`src/sv/qrs_pkg.sv`:
```
// qrs_pkg: shared types, widths and constants for the QRS detector / heart-rate unit.
// No dependencies; every other file in sv/ except qrs_stream_if refers to it by scoped names.
package qrs_pkg;

    // Sample and score widths
    localparam int SAMPLE_BITS = 16;
    localparam int SCORE_W     = SAMPLE_BITS + 3;

    // Register field widths
    localparam int WARM_W      = 10;
    localparam int WARMCNT_W   = WARM_W + 1;
    localparam int RUN_W       = 4;
    localparam int BPM_W       = 13;
    localparam int CFG_IDX_W   = 4;
    localparam int CFG_DATA_W  = 13;

    localparam logic [RUN_W-1:0] RUN_MAX = 4'd15;
    localparam logic [BPM_W-1:0] BPM_MAX = 13'd8191;

    // Register reset values
    localparam logic [WARM_W-1:0] WARMUP_RST    = 10'd250;
    localparam logic [RUN_W-1:0]  RUN_LEN_RST   = 4'd4;
    localparam logic [BPM_W-1:0]  RATE_LOW_RST  = 13'd80;
    localparam logic [BPM_W-1:0]  RATE_HIGH_RST = 13'd88;

    // Request kinds
    localparam logic REQ_SAMPLE = 1'b0;
    localparam logic REQ_TICK   = 1'b1;

    // Register map
    typedef enum logic [CFG_IDX_W-1:0] {
        CFG_WARMUP_COUNT = 4'd0,
        CFG_RUN_LENGTH   = 4'd1,
        CFG_RATE_LOW     = 4'd2,
        CFG_RATE_HIGH    = 4'd3
    } cfg_index_e;

    // Request payload
    typedef struct packed {
        logic                          req_type;
        logic signed [SAMPLE_BITS-1:0] sample;
    } req_t;

    // Result payload
    typedef struct packed {
        logic             beat;
        logic             rate_valid;
        logic [BPM_W-1:0] rate_bpm;
        logic             rate_low_flag;
        logic             rate_high_flag;
    } res_t;

    // Register write payload
    typedef struct packed {
        logic [CFG_IDX_W-1:0]  index;
        logic [CFG_DATA_W-1:0] wdata;
    } cfg_wr_t;

    // Live register contents
    typedef struct packed {
        logic [WARM_W-1:0] warmup_count;
        logic [RUN_W-1:0]  run_length;
        logic [BPM_W-1:0]  rate_low;
        logic [BPM_W-1:0]  rate_high;
    } cfg_regs_t;

    // Rate meter result for a tick
    typedef struct packed {
        logic             valid;
        logic [BPM_W-1:0] bpm;
        logic             low_flag;
        logic             high_flag;
    } rate_res_t;

endpackage

```
`src/sv/qrs_stream_if.sv`:
```
// qrs_stream_if: valid/ready channel carrying one payload of type T per transaction.
// Depends on nothing; payload types come from qrs_pkg at the instantiation site.
interface qrs_stream_if #(
    parameter type T = logic
);
    logic valid;
    logic ready;
    T     data;

    modport source (output valid, output data, input ready);
    modport sink   (input valid, input data, output ready);
endinterface

```
`src/sv/qrs_score.sv`:
```
// qrs_score: Ahlstrom-Tompkins score of a five-sample window (combinational).
// Depends on qrs_pkg for sample and score widths.
module qrs_score (
    input  logic signed [qrs_pkg::SAMPLE_BITS-1:0] x0,
    input  logic signed [qrs_pkg::SAMPLE_BITS-1:0] x1,
    input  logic signed [qrs_pkg::SAMPLE_BITS-1:0] x2,
    input  logic signed [qrs_pkg::SAMPLE_BITS-1:0] x3,
    input  logic signed [qrs_pkg::SAMPLE_BITS-1:0] x4,
    output logic        [qrs_pkg::SCORE_W-1:0]     score
);
    localparam int SB = qrs_pkg::SAMPLE_BITS;
    localparam int SW = qrs_pkg::SCORE_W;

    logic signed [SB:0]   d20, d31, d42;
    logic        [SB:0]   a20, a31, a42;
    logic signed [SB+1:0] lap;
    logic        [SB+1:0] alap_w;
    logic        [SB+1:0] alap;

    // First differences, each across two sample intervals
    assign d20 = (SB+1)'(x2) - (SB+1)'(x0);
    assign d31 = (SB+1)'(x3) - (SB+1)'(x1);
    assign d42 = (SB+1)'(x4) - (SB+1)'(x2);

    assign a20 = d20[SB] ? (SB+1)'(-d20) : (SB+1)'(d20);
    assign a31 = d31[SB] ? (SB+1)'(-d31) : (SB+1)'(d31);
    assign a42 = d42[SB] ? (SB+1)'(-d42) : (SB+1)'(d42);

    // Second difference over the window; magnitude needs SB+2 bits
    assign lap    = (SB+2)'(x0) - ((SB+2)'(x2) <<< 1) + (SB+2)'(x4);
    assign alap_w = lap[SB+1] ? (SB+2)'(-lap) : (SB+2)'(lap);
    assign alap   = alap_w;

    // 1-2-1 smoothed slope plus curvature
    assign score = SW'(a20) + (SW'(a31) << 1) + SW'(a42) + SW'(alap);

endmodule

```
`src/sv/qrs_detect.sv`:
```
// qrs_detect: sample window, running peak, warm-up and arm/run beat detection.
// Depends on qrs_pkg and instantiates qrs_score.
module qrs_detect (
    input  logic                                   clk,
    input  logic                                   rst_n,
    input  logic                                   step,
    input  logic signed [qrs_pkg::SAMPLE_BITS-1:0] sample,
    input  qrs_pkg::cfg_regs_t                     cfg,
    output logic                                   beat
);
    localparam int SB = qrs_pkg::SAMPLE_BITS;
    localparam int SW = qrs_pkg::SCORE_W;

    logic signed [SB-1:0] win_reg [4];
    logic signed [SB-1:0] win_next [4];
    logic [2:0]                      fill_reg, fill_next;
    logic [qrs_pkg::WARMCNT_W-1:0]   warm_reg, warm_next;
    logic [SW-1:0]                   peak_reg, peak_next;
    logic                            armed_reg, armed_next;
    logic [qrs_pkg::RUN_W-1:0]       run_reg, run_next;

    logic [SW-1:0]   score;
    logic [SW-1:0]   peak_upd;
    logic [SW+3:0]   score10;
    logic [SW+3:0]   peak8;
    logic            low_ok;
    logic            high_ok;
    logic [qrs_pkg::RUN_W-1:0] run_inc;

    qrs_score u_score (
        .x0    (win_reg[0]),
        .x1    (win_reg[1]),
        .x2    (win_reg[2]),
        .x3    (win_reg[3]),
        .x4    (sample),
        .score (score)
    );

    // Thresholds: 10*S against 8*M and M, M already including S
    assign peak_upd = (score > peak_reg) ? score : peak_reg;
    assign score10  = ((SW+4)'(score) << 3) + ((SW+4)'(score) << 1);
    assign peak8    = (SW+4)'(peak_upd) << 3;
    assign low_ok   = score10 >= (SW+4)'(peak_upd);
    assign high_ok  = score10 >= peak8;
    assign run_inc  = (run_reg == qrs_pkg::RUN_MAX) ? run_reg : run_reg + 1'b1;

    // Next state and beat decision
    always_comb
    begin
        for (int i = 0; i < 4; i++)
        begin
            win_next[i] = win_reg[i];
        end
        fill_next  = fill_reg;
        warm_next  = warm_reg;
        peak_next  = peak_reg;
        armed_next = armed_reg;
        run_next   = run_reg;
        beat       = 1'b0;

        if (fill_reg < 3'd4)
        begin
            // Window still filling: store only
            win_next[fill_reg[1:0]] = sample;
            fill_next = fill_reg + 1'b1;
        end
        else
        begin
            for (int i = 0; i < 3; i++)
            begin
                win_next[i] = win_reg[i+1];
            end
            win_next[3] = sample;
            peak_next   = peak_upd;

            if (warm_reg <= qrs_pkg::WARMCNT_W'(cfg.warmup_count))
            begin
                warm_next = warm_reg + 1'b1;
            end
            else if (low_ok && armed_reg)
            begin
                run_next = run_inc;
                if (run_inc == cfg.run_length)
                begin
                    beat       = 1'b1;
                    run_next   = '0;
                    armed_next = 1'b0;
                end
            end
            else
            begin
                run_next   = '0;
                armed_next = high_ok;
            end
        end
    end

    // State registers, updated once per sample transaction
    always_ff @(posedge clk or negedge rst_n)
    begin
        if (!rst_n)
        begin
            for (int i = 0; i < 4; i++)
            begin
                win_reg[i] <= '0;
            end
            fill_reg  <= '0;
            warm_reg  <= '0;
            peak_reg  <= '0;
            armed_reg <= 1'b0;
            run_reg   <= '0;
        end
        else if (step)
        begin
            for (int i = 0; i < 4; i++)
            begin
                win_reg[i] <= win_next[i];
            end
            fill_reg  <= fill_next;
            warm_reg  <= warm_next;
            peak_reg  <= peak_next;
            armed_reg <= armed_next;
            run_reg   <= run_next;
        end
    end

endmodule

```
`src/sv/qrs_rate.sv`:
```
// qrs_rate: per-window beat counter, count history with running sum, bpm and flags.
// Depends on qrs_pkg.
module qrs_rate #(
    parameter int RATE_WINDOWS = 5,
    parameter int COUNT_BITS   = 8
) (
    input  logic               clk,
    input  logic               rst_n,
    input  logic               tick,
    input  logic               beat_inc,
    input  qrs_pkg::cfg_regs_t cfg,
    output qrs_pkg::rate_res_t rate
);
    localparam int IW    = $clog2(RATE_WINDOWS + 1);
    localparam int HW    = (RATE_WINDOWS > 1) ? $clog2(RATE_WINDOWS) : 1;
    localparam int SUMW  = COUNT_BITS + $clog2(RATE_WINDOWS + 1);
    localparam int P6W   = SUMW + 3;
    localparam int BW    = qrs_pkg::BPM_W;
    localparam int EXT_W = (P6W > BW) ? P6W : BW;

    logic [COUNT_BITS-1:0] hist_reg [RATE_WINDOWS];
    logic [COUNT_BITS-1:0] beats_reg;
    logic [SUMW-1:0]       sum_reg, sum_next;
    logic [IW-1:0]         idx_reg, idx_eff;
    logic [IW-1:0]         ticks_reg;
    logic [HW-1:0]         hsel;
    logic [COUNT_BITS-1:0] hist_old;
    logic                  full;
    logic [EXT_W-1:0]      bpm_wide;
    logic [BW-1:0]         bpm;
    logic                  low;

    // History slot for this tick and running-sum update
    assign idx_eff  = (idx_reg >= IW'(RATE_WINDOWS)) ? '0 : idx_reg;
    assign hsel     = idx_eff[HW-1:0];
    assign hist_old = hist_reg[hsel];
    assign sum_next = sum_reg - SUMW'(hist_old) + SUMW'(beats_reg);
    assign full     = ticks_reg >= IW'(RATE_WINDOWS - 1);

    // bpm = 6 * sum, saturated
    assign bpm_wide = (EXT_W'(sum_next) << 2) + (EXT_W'(sum_next) << 1);
    assign bpm      = (bpm_wide > EXT_W'(qrs_pkg::BPM_MAX)) ? qrs_pkg::BPM_MAX
                                                            : bpm_wide[BW-1:0];
    assign low      = bpm <= cfg.rate_low;

    always_comb
    begin
        rate = '0;
        if (full)
        begin
            rate.valid     = 1'b1;
            rate.bpm       = bpm;
            rate.low_flag  = low;
            rate.high_flag = !low && (bpm >= cfg.rate_high);
        end
    end

    // Counters and history
    always_ff @(posedge clk or negedge rst_n)
    begin
        if (!rst_n)
        begin
            for (int i = 0; i < RATE_WINDOWS; i++)
            begin
                hist_reg[i] <= '0;
            end
            beats_reg <= '0;
            sum_reg   <= '0;
            idx_reg   <= '0;
            ticks_reg <= '0;
        end
        else if (tick)
        begin
            hist_reg[hsel] <= beats_reg;
            sum_reg        <= sum_next;
            idx_reg        <= (idx_eff == IW'(RATE_WINDOWS - 1)) ? '0 : idx_eff + 1'b1;
            beats_reg      <= '0;
            if (!full)
            begin
                ticks_reg <= ticks_reg + 1'b1;
            end
        end
        else if (beat_inc && (beats_reg != '1))
        begin
            beats_reg <= beats_reg + 1'b1;
        end
    end

endmodule

```
`src/sv/qrs_detect_heart_rate_unit.sv`:
```
// qrs_detect_heart_rate_unit: top level, request/result pipeline and register file.
// Depends on qrs_pkg, qrs_stream_if, qrs_detect and qrs_rate.
//
//   channel  role     payload               transaction
//   req      sink     qrs_pkg::req_t        ECG sample or rate tick
//   res      source   qrs_pkg::res_t        one result per request
//   cfg      sink     qrs_pkg::cfg_wr_t     register write, always ready
//
// One request per cycle sustained while res is not stalled; a result passes
// through the input register, then the result register, before it is on res.
// All detector and rate state is updated as an item leaves the input register.
// Reset clears the valid flags and all detector and rate state and loads the register defaults.
// A stall on res holds the result register; req is accepted only while the
// input register is empty or moving on.
module qrs_detect_heart_rate_unit #(
    parameter int RATE_WINDOWS = 5,
    parameter int COUNT_BITS   = 8
) (
    input  logic         clk,
    input  logic         rst_n,
    qrs_stream_if.sink   req,
    qrs_stream_if.source res,
    qrs_stream_if.sink   cfg
);
    logic               s1_valid_reg;
    qrs_pkg::req_t      s1_data_reg;
    logic               out_valid_reg;
    qrs_pkg::res_t      out_data_reg;
    qrs_pkg::res_t      res_next;
    qrs_pkg::cfg_regs_t cfg_reg;
    qrs_pkg::rate_res_t rate;
    logic               advance;
    logic               step;
    logic               tick;
    logic               beat;

    // Pipeline handshake
    assign advance   = s1_valid_reg && (!out_valid_reg || res.ready);
    assign req.ready = !s1_valid_reg || advance;
    assign step      = advance && (s1_data_reg.req_type == qrs_pkg::REQ_SAMPLE);
    assign tick      = advance && (s1_data_reg.req_type == qrs_pkg::REQ_TICK);
    assign res.valid = out_valid_reg;
    assign res.data  = out_data_reg;
    assign cfg.ready = 1'b1;

    qrs_detect u_detect (
        .clk    (clk),
        .rst_n  (rst_n),
        .step   (step),
        .sample (s1_data_reg.sample),
        .cfg    (cfg_reg),
        .beat   (beat)
    );

    qrs_rate #(
        .RATE_WINDOWS (RATE_WINDOWS),
        .COUNT_BITS   (COUNT_BITS)
    ) u_rate (
        .clk      (clk),
        .rst_n    (rst_n),
        .tick     (tick),
        .beat_inc (step && beat),
        .cfg      (cfg_reg),
        .rate     (rate)
    );

    // Result assembly
    always_comb
    begin
        res_next = '0;
        if (s1_data_reg.req_type == qrs_pkg::REQ_SAMPLE)
        begin
            res_next.beat = beat;
        end
        else
        begin
            res_next.rate_valid     = rate.valid;
            res_next.rate_bpm       = rate.bpm;
            res_next.rate_low_flag  = rate.low_flag;
            res_next.rate_high_flag = rate.high_flag;
        end
    end

    // Input register
    always_ff @(posedge clk or negedge rst_n)
    begin
        if (!rst_n)
        begin
            s1_valid_reg <= 1'b0;
        end
        else if (req.ready)
        begin
            s1_valid_reg <= req.valid;
        end
    end

    always_ff @(posedge clk)
    begin
        if (req.valid && req.ready)
        begin
            s1_data_reg <= req.data;
        end
    end

    // Result register
    always_ff @(posedge clk or negedge rst_n)
    begin
        if (!rst_n)
        begin
            out_valid_reg <= 1'b0;
        end
        else if (!out_valid_reg || res.ready)
        begin
            out_valid_reg <= s1_valid_reg;
        end
    end

    always_ff @(posedge clk)
    begin
        if (advance)
        begin
            out_data_reg <= res_next;
        end
    end

    // Register file; writes to unknown indexes are dropped
    always_ff @(posedge clk or negedge rst_n)
    begin
        if (!rst_n)
        begin
            cfg_reg.warmup_count <= qrs_pkg::WARMUP_RST;
            cfg_reg.run_length   <= qrs_pkg::RUN_LEN_RST;
            cfg_reg.rate_low     <= qrs_pkg::RATE_LOW_RST;
            cfg_reg.rate_high    <= qrs_pkg::RATE_HIGH_RST;
        end
        else if (cfg.valid && cfg.ready)
        begin
            case (cfg.data.index)
                qrs_pkg::CFG_WARMUP_COUNT:
                    cfg_reg.warmup_count <= cfg.data.wdata[qrs_pkg::WARM_W-1:0];
                qrs_pkg::CFG_RUN_LENGTH:
                    cfg_reg.run_length <= cfg.data.wdata[qrs_pkg::RUN_W-1:0];
                qrs_pkg::CFG_RATE_LOW:
                    cfg_reg.rate_low <= cfg.data.wdata[qrs_pkg::BPM_W-1:0];
                qrs_pkg::CFG_RATE_HIGH:
                    cfg_reg.rate_high <= cfg.data.wdata[qrs_pkg::BPM_W-1:0];
                default:
                    cfg_reg <= cfg_reg;
            endcase
        end
    end

    // A result is either a beat report or a rate report, never both
    a_beat_xor_rate: assert property (@(posedge clk) disable iff (!rst_n)
        res.valid |-> !(res.data.beat && res.data.rate_valid))
        else $error("beat and rate_valid set in one result");

    // Rate flags only with a valid rate, and never both
    a_flags_consistent: assert property (@(posedge clk) disable iff (!rst_n)
        res.valid && (res.data.rate_low_flag || res.data.rate_high_flag)
        |-> res.data.rate_valid && !(res.data.rate_low_flag && res.data.rate_high_flag))
        else $error("rate flags inconsistent");

    // An item held in the input register is not dropped while the output stalls
    a_s1_held: assert property (@(posedge clk) disable iff (!rst_n)
        s1_valid_reg && !advance |=> s1_valid_reg && $stable(s1_data_reg))
        else $error("input register lost a transaction");

    // Leaving the input register always fills the result register
    a_advance_fills: assert property (@(posedge clk) disable iff (!rst_n)
        advance |=> out_valid_reg)
        else $error("result register not loaded");

endmodule

```
`src/flat_wrapper.sv`:
```
// flat-port wrapper written by rule: the top's interface ports become plain ports
module qrs_detect_heart_rate_unit_flat 
#(
    parameter int RATE_WINDOWS = 5,
    parameter int COUNT_BITS   = 8
)
  (clk, rst_n, req_valid, req_data, req_ready, res_valid, res_data, res_ready, cfg_valid, cfg_data, cfg_ready);
  qrs_stream_if #(.T(qrs_pkg::req_t)) req_i ();
  qrs_stream_if #(.T(qrs_pkg::res_t)) res_i ();
  qrs_stream_if #(.T(qrs_pkg::cfg_wr_t)) cfg_i ();
  input  logic clk;
  input  logic rst_n;
  input wire logic [$bits(req_i.valid)-1:0] req_valid;
  input wire logic [$bits(req_i.data)-1:0] req_data;
  output wire logic [$bits(req_i.ready)-1:0] req_ready;
  output wire logic [$bits(res_i.valid)-1:0] res_valid;
  output wire logic [$bits(res_i.data)-1:0] res_data;
  input wire logic [$bits(res_i.ready)-1:0] res_ready;
  input wire logic [$bits(cfg_i.valid)-1:0] cfg_valid;
  input wire logic [$bits(cfg_i.data)-1:0] cfg_data;
  output wire logic [$bits(cfg_i.ready)-1:0] cfg_ready;
  assign req_i.valid = req_valid;
  assign req_i.data = req_data;
  assign req_ready = req_i.ready;
  assign res_valid = res_i.valid;
  assign res_data = res_i.data;
  assign res_i.ready = res_ready;
  assign cfg_i.valid = cfg_valid;
  assign cfg_i.data = cfg_data;
  assign cfg_ready = cfg_i.ready;
  qrs_detect_heart_rate_unit #(.RATE_WINDOWS(RATE_WINDOWS), .COUNT_BITS(COUNT_BITS)) u_core (.clk(clk), .rst_n(rst_n), .req(req_i), .res(res_i), .cfg(cfg_i));
endmodule
```
`config.mk`:
```
export PLATFORM = sky130hd
export DESIGN_NAME = qrs_detect_heart_rate_unit_flat
export DESIGN_NICKNAME = d
export VERILOG_FILES = /design/src/sv/qrs_pkg.sv /design/src/sv/qrs_stream_if.sv /design/src/sv/qrs_score.sv /design/src/sv/qrs_detect.sv /design/src/sv/qrs_rate.sv /design/src/sv/qrs_detect_heart_rate_unit.sv /design/src/flat_wrapper.sv
export SDC_FILE = /design/constraint.sdc
export NUM_CORES = 1
export LEC_CHECK = 0
export BUFFER_PORTS_ARGS = -buffer_cell sky130_fd_sc_hd__buf_2
export CAP_MARGIN = 15
export CORE_AREA = 4 4 231 211
export CTS_CLUSTER_DIAMETER = 150
export CTS_CLUSTER_SIZE = 40
export DETAILED_ROUTE_END_ITERATION = 10
export DIE_AREA = 0 0 235 215
export PLACE_DENSITY = 0.67
export RECOVER_POWER = 100
export SLEW_MARGIN = 30
export SYNTH_ARGS = -nofsm -noshare
export SYNTH_HDL_FRONTEND = slang
export SYNTH_SLANG_ARGS = --single-unit
```
`constraint.sdc`:
```
create_clock -name clk -period 17.98 [get_ports clk]
set_input_delay 2.697 -clock clk [delete_from_list [all_inputs] [get_ports clk]]
set_output_delay 2.697 -clock clk [all_outputs]
set_load 0.01 [all_outputs]
```
==> flow_metrics.py <==
metrics = {
    "setup_path": {
        "cp.depth": 44,
        "start_kind": "register",
        "path_delay_family": "compound AO/OA/AOI/OAI gates",
        "worst-endpoint-arrival_ps": 13000,
        "reg2regPathDepth": 44,
        "required_ps": 18310,
        "endpoint_kind": "register",
        "crit_path_top_delay_cell": "clkbuf_1",
        "cpPeakStageDelay_ps": 1000,
        "path_class": "register to register",
        "worst-path-buf-inv": 5,
        "worstPathMaxFanout": 20,
    },
    "min_path": {
        "whs_path_depth": 2,
        "hold_class": "register to register",
    },
    "placement": {
        "io_buffers": 57,
        "gp_congestion": 0.921,
        "pre_cts_ws_ps": 7070,
        "dpl.hpwl_mm": 39.1,
    },
    "job": {
        "drv_cap": 9,
    },
    "route": {
        "vias": 16495,
        "wl_per_cell_um": 16.5,
        "drt-vias-per-instance": 5.48,
        "drtIter0Drc": 975,
        "drc_errors": 0,
        "drt-total-wl_mm": 49.8,
        "ant_nets": 0,
        "drtPass1Iterations": 5,
    },
    "sta": {
        "setup_viol_count_final": 0,
        "setup_tns_ps": 0,
        "slew_headroom": -1.64,
        "skew_ps": 44.3,
        "maxSlewViolCount": 394,
        "grt_setup_unrepaired": "no",
        "post-route-min-period_ps": 12670,
        "max_freq_mhz": 79.0,
        "setup_slack_ps": 5310,
        "period_share": 0.704,
        "tightest_slew_ps": 3960,
        "final_hold_viol_count": 0,
    },
    "cells_and_area": {
        "drive_gt1_frac": 0.0581,
        "largest_register_ff_count": 64,
        "nNetsFinal": 2721,
        "area_growth_pct": 5.81,
        "num_antenna_cells": 0,
        "fillers": 4482,
    },
    "global_route": {
        "grt_first_pass_wirelength_mm": 83.4,
        "grt_pass1_vias": 16301,
        "grt-ovfl-total": 0,
        "antenna_found_initial": 3,
        "grtUsageTotal": 0.195,
        "grt_max_degree": 74,
    },
    "floorplanning": {
        "die_w_um": 235,
        "initial_core_util": 0.447,
        "io_pins": 59,
        "rows": 75,
        "dieArea_sq_um": 50500,
        "core_sq_um": 46300,
        "die_h_um": 215,
    },
    "clock_network": {
        "cts_resized": 0,
        "cts-root-buf": "clkbuf_16",
        "cts.path.max_buffers": 3,
        "clk_latency_ps": 540,
        "post_cts.repair.setup_buffers": 0,
        "clk_pin_slew_ps": 140,
        "cts_made_buffers": 10,
        "cts_sinks": 243,
        "cts_tree": "yes",
        "cts_hold_buf": 0,
        "htreeDepth": 1,
    },
    "synth": {
        "syn_area_sq_um": 20700,
        "ys_types": 78,
        "synth.ff_latch_count": 243,
        "synth_ff_type": "dfrtp_1",
        "async_flop_share": 0.860,
        "syn_nets": 2690,
        "avgSynthCellArea_sq_um": 8.77,
        "synth-seq-area-share": 0.303,
        "yosys_warnings": 0,
        "synthCells": 2357,
        "synth_edf_count": 34,
    },
    "status": {
        "violations": "max-capacitance violations, max-slew violations",
        "status": "finished, violations left",
    },
}
-- layer usage --
metal	GRT usage	part of all wire	vias to the layer above
li1	-	-	8182
met1	0.282	0.48	7921
met2	0.320	0.45	318
met3	0.0228	0.041	68
met4	0.0413	0.024	6
met5	0	0.00078	-
-- final cells by class --
class / count / area (sq um) / area share
Inverter: 283 / 1060 / 0.0485
Multi-Input combinational cell: 1773 / 13100 / 0.600
Clock inverter: 3 / 52.6 / 0.00240
Clock buffer: 13 / 262 / 0.0119
Timing Repair Buffer: 77 / 350 / 0.0160
Tap cell: 616 / 771 / 0.0352
Sequential cell: 243 / 6270 / 0.286
-- layout by cell type, fill, tap and decap left out, types with 9 or more instances in the layout --
master | netlist | layout
clkbuf_16 | 0 | 10
mux2i_1 | 28 | 28
o21a_1 | 34 | 34
nand2b_1 | 27 | 27
or4_1 | 12 | 12
o31ai_1 | 11 | 11
o21bai_1 | 18 | 18
or2_2 | 11 | 11
a211oi_1 | 12 | 12
and3_1 | 9 | 9
ha_1 | 231 | 231
a21o_1 | 38 | 38
xnor2_1 | 125 | 125
inv_1 | 283 | 283
nor4_1 | 11 | 11
buf_2 | 0 | 37
a31oi_1 | 25 | 25
nand3_1 | 47 | 47
dfstp_2 | 12 | 12
nor2b_1 | 32 | 32
o211ai_1 | 12 | 13
nand4_1 | 19 | 19
nor3_1 | 40 | 40
edfxtp_1 | 34 | 34
mux2_2 | 49 | 48
nor2_1 | 194 | 194
o21ai_0 | 146 | 148
or3_1 | 12 | 12
nand2_1 | 182 | 182
dfrtp_1 | 197 | 196
clkbuf_1 | 45 | 39
and2_1 | 15 | 9
xor2_1 | 45 | 45
fa_1 | 63 | 63
a21oi_1 | 231 | 231
-- cell usage after synthesis (5+ instances only) --
cell type  number  area, sq um
a211o_1         8         70.1
a211oi_1       12         90.1
a21boi_0        6         45.0
a21o_1         38          285
a21oi_1       231         1160
a31oi_1        25          156
and2_1         15         93.8
and3_1          9         56.3
buf_1          12         45.0
clkbuf_1       45          169
dfrtp_1       197         4930
dfstp_2        12          315
edfxtp_1       34         1020
fa_1           63         1260
ha_1          231         2890
inv_1         283         1060
mux2_2         49          552
mux2i_1        28          280
nand2_1       182          683
nand2b_1       27          169
nand3_1        47          235
nand3b_1        5         37.5
nand4_1        19          119
nor2_1        194          728
nor2b_1        32          200
nor3_1         40          200
nor4_1         11         68.8
o211ai_1       12         90.1
o21a_1         34          255
o21ai_0       146          731
o21bai_1       18          135
o31ai_1        11         82.6
or2_2          11         68.8
or3_1          12         75.1
or4_1          12         90.1
xnor2_1       125         1090
xor2_1         45          394
-- tightest hold or removal path, cell delays in order (launching register included) --
cell and delay [ps]:
dfrtp_1 370, nand2_1 50, o21ai_0 60
-- stage by stage --
step,hold WS (ps),instance area [sq um],std cells,utilization
after floorplan,444,20700,2357,-
after global placement,460,21700,2992,0.469
after detailed placement,470,21700,2992,0.469
after CTS,502,22000,3008,0.476
after global routing,516,21900,3008,0.473
final,495,21900,3008,0.473
-- final timing paths --
path,slack (ps),to,from
worst min register to register,490,u_core.u_rate.hist_reg[22]$_DFFE_PN0P_,u_core.u_rate.hist_reg[22]$_DFFE_PN0P_
max in group asynchronous,9270,u_core.u_detect.fill_reg[2]$_DFFE_PN0P_,rst_n
min in group asynchronous,3550,u_core.u_detect.win_reg[39]$_DFFE_PN0P_,rst_n
worst min-delay path,490,u_core.u_rate.hist_reg[22]$_DFFE_PN0P_,u_core.u_rate.hist_reg[22]$_DFFE_PN0P_
worst max-delay path,5310,u_core.u_rate.beats_reg[3]$_DFFE_PN0P_,u_core.u_detect.win_reg[17]$_DFFE_PN0P_
worst max register to register,5310,u_core.u_rate.beats_reg[3]$_DFFE_PN0P_,u_core.u_detect.win_reg[17]$_DFFE_PN0P_
-- cell families after synthesis --
group / synth area share
xor gates and xnor gates: 0.0720
other: 0.000181
AOI/OAI and AO/OA: 0.178
DFF: 0.303
adders and majority gates: 0.201
muxes: 0.0402
buffers and inverters: 0.0621
and+or+nand+nor: 0.144
Power is left out: the tool's default activity adds up to more than one toggle a clock period on the data nets, which glitch-free logic cannot reach.
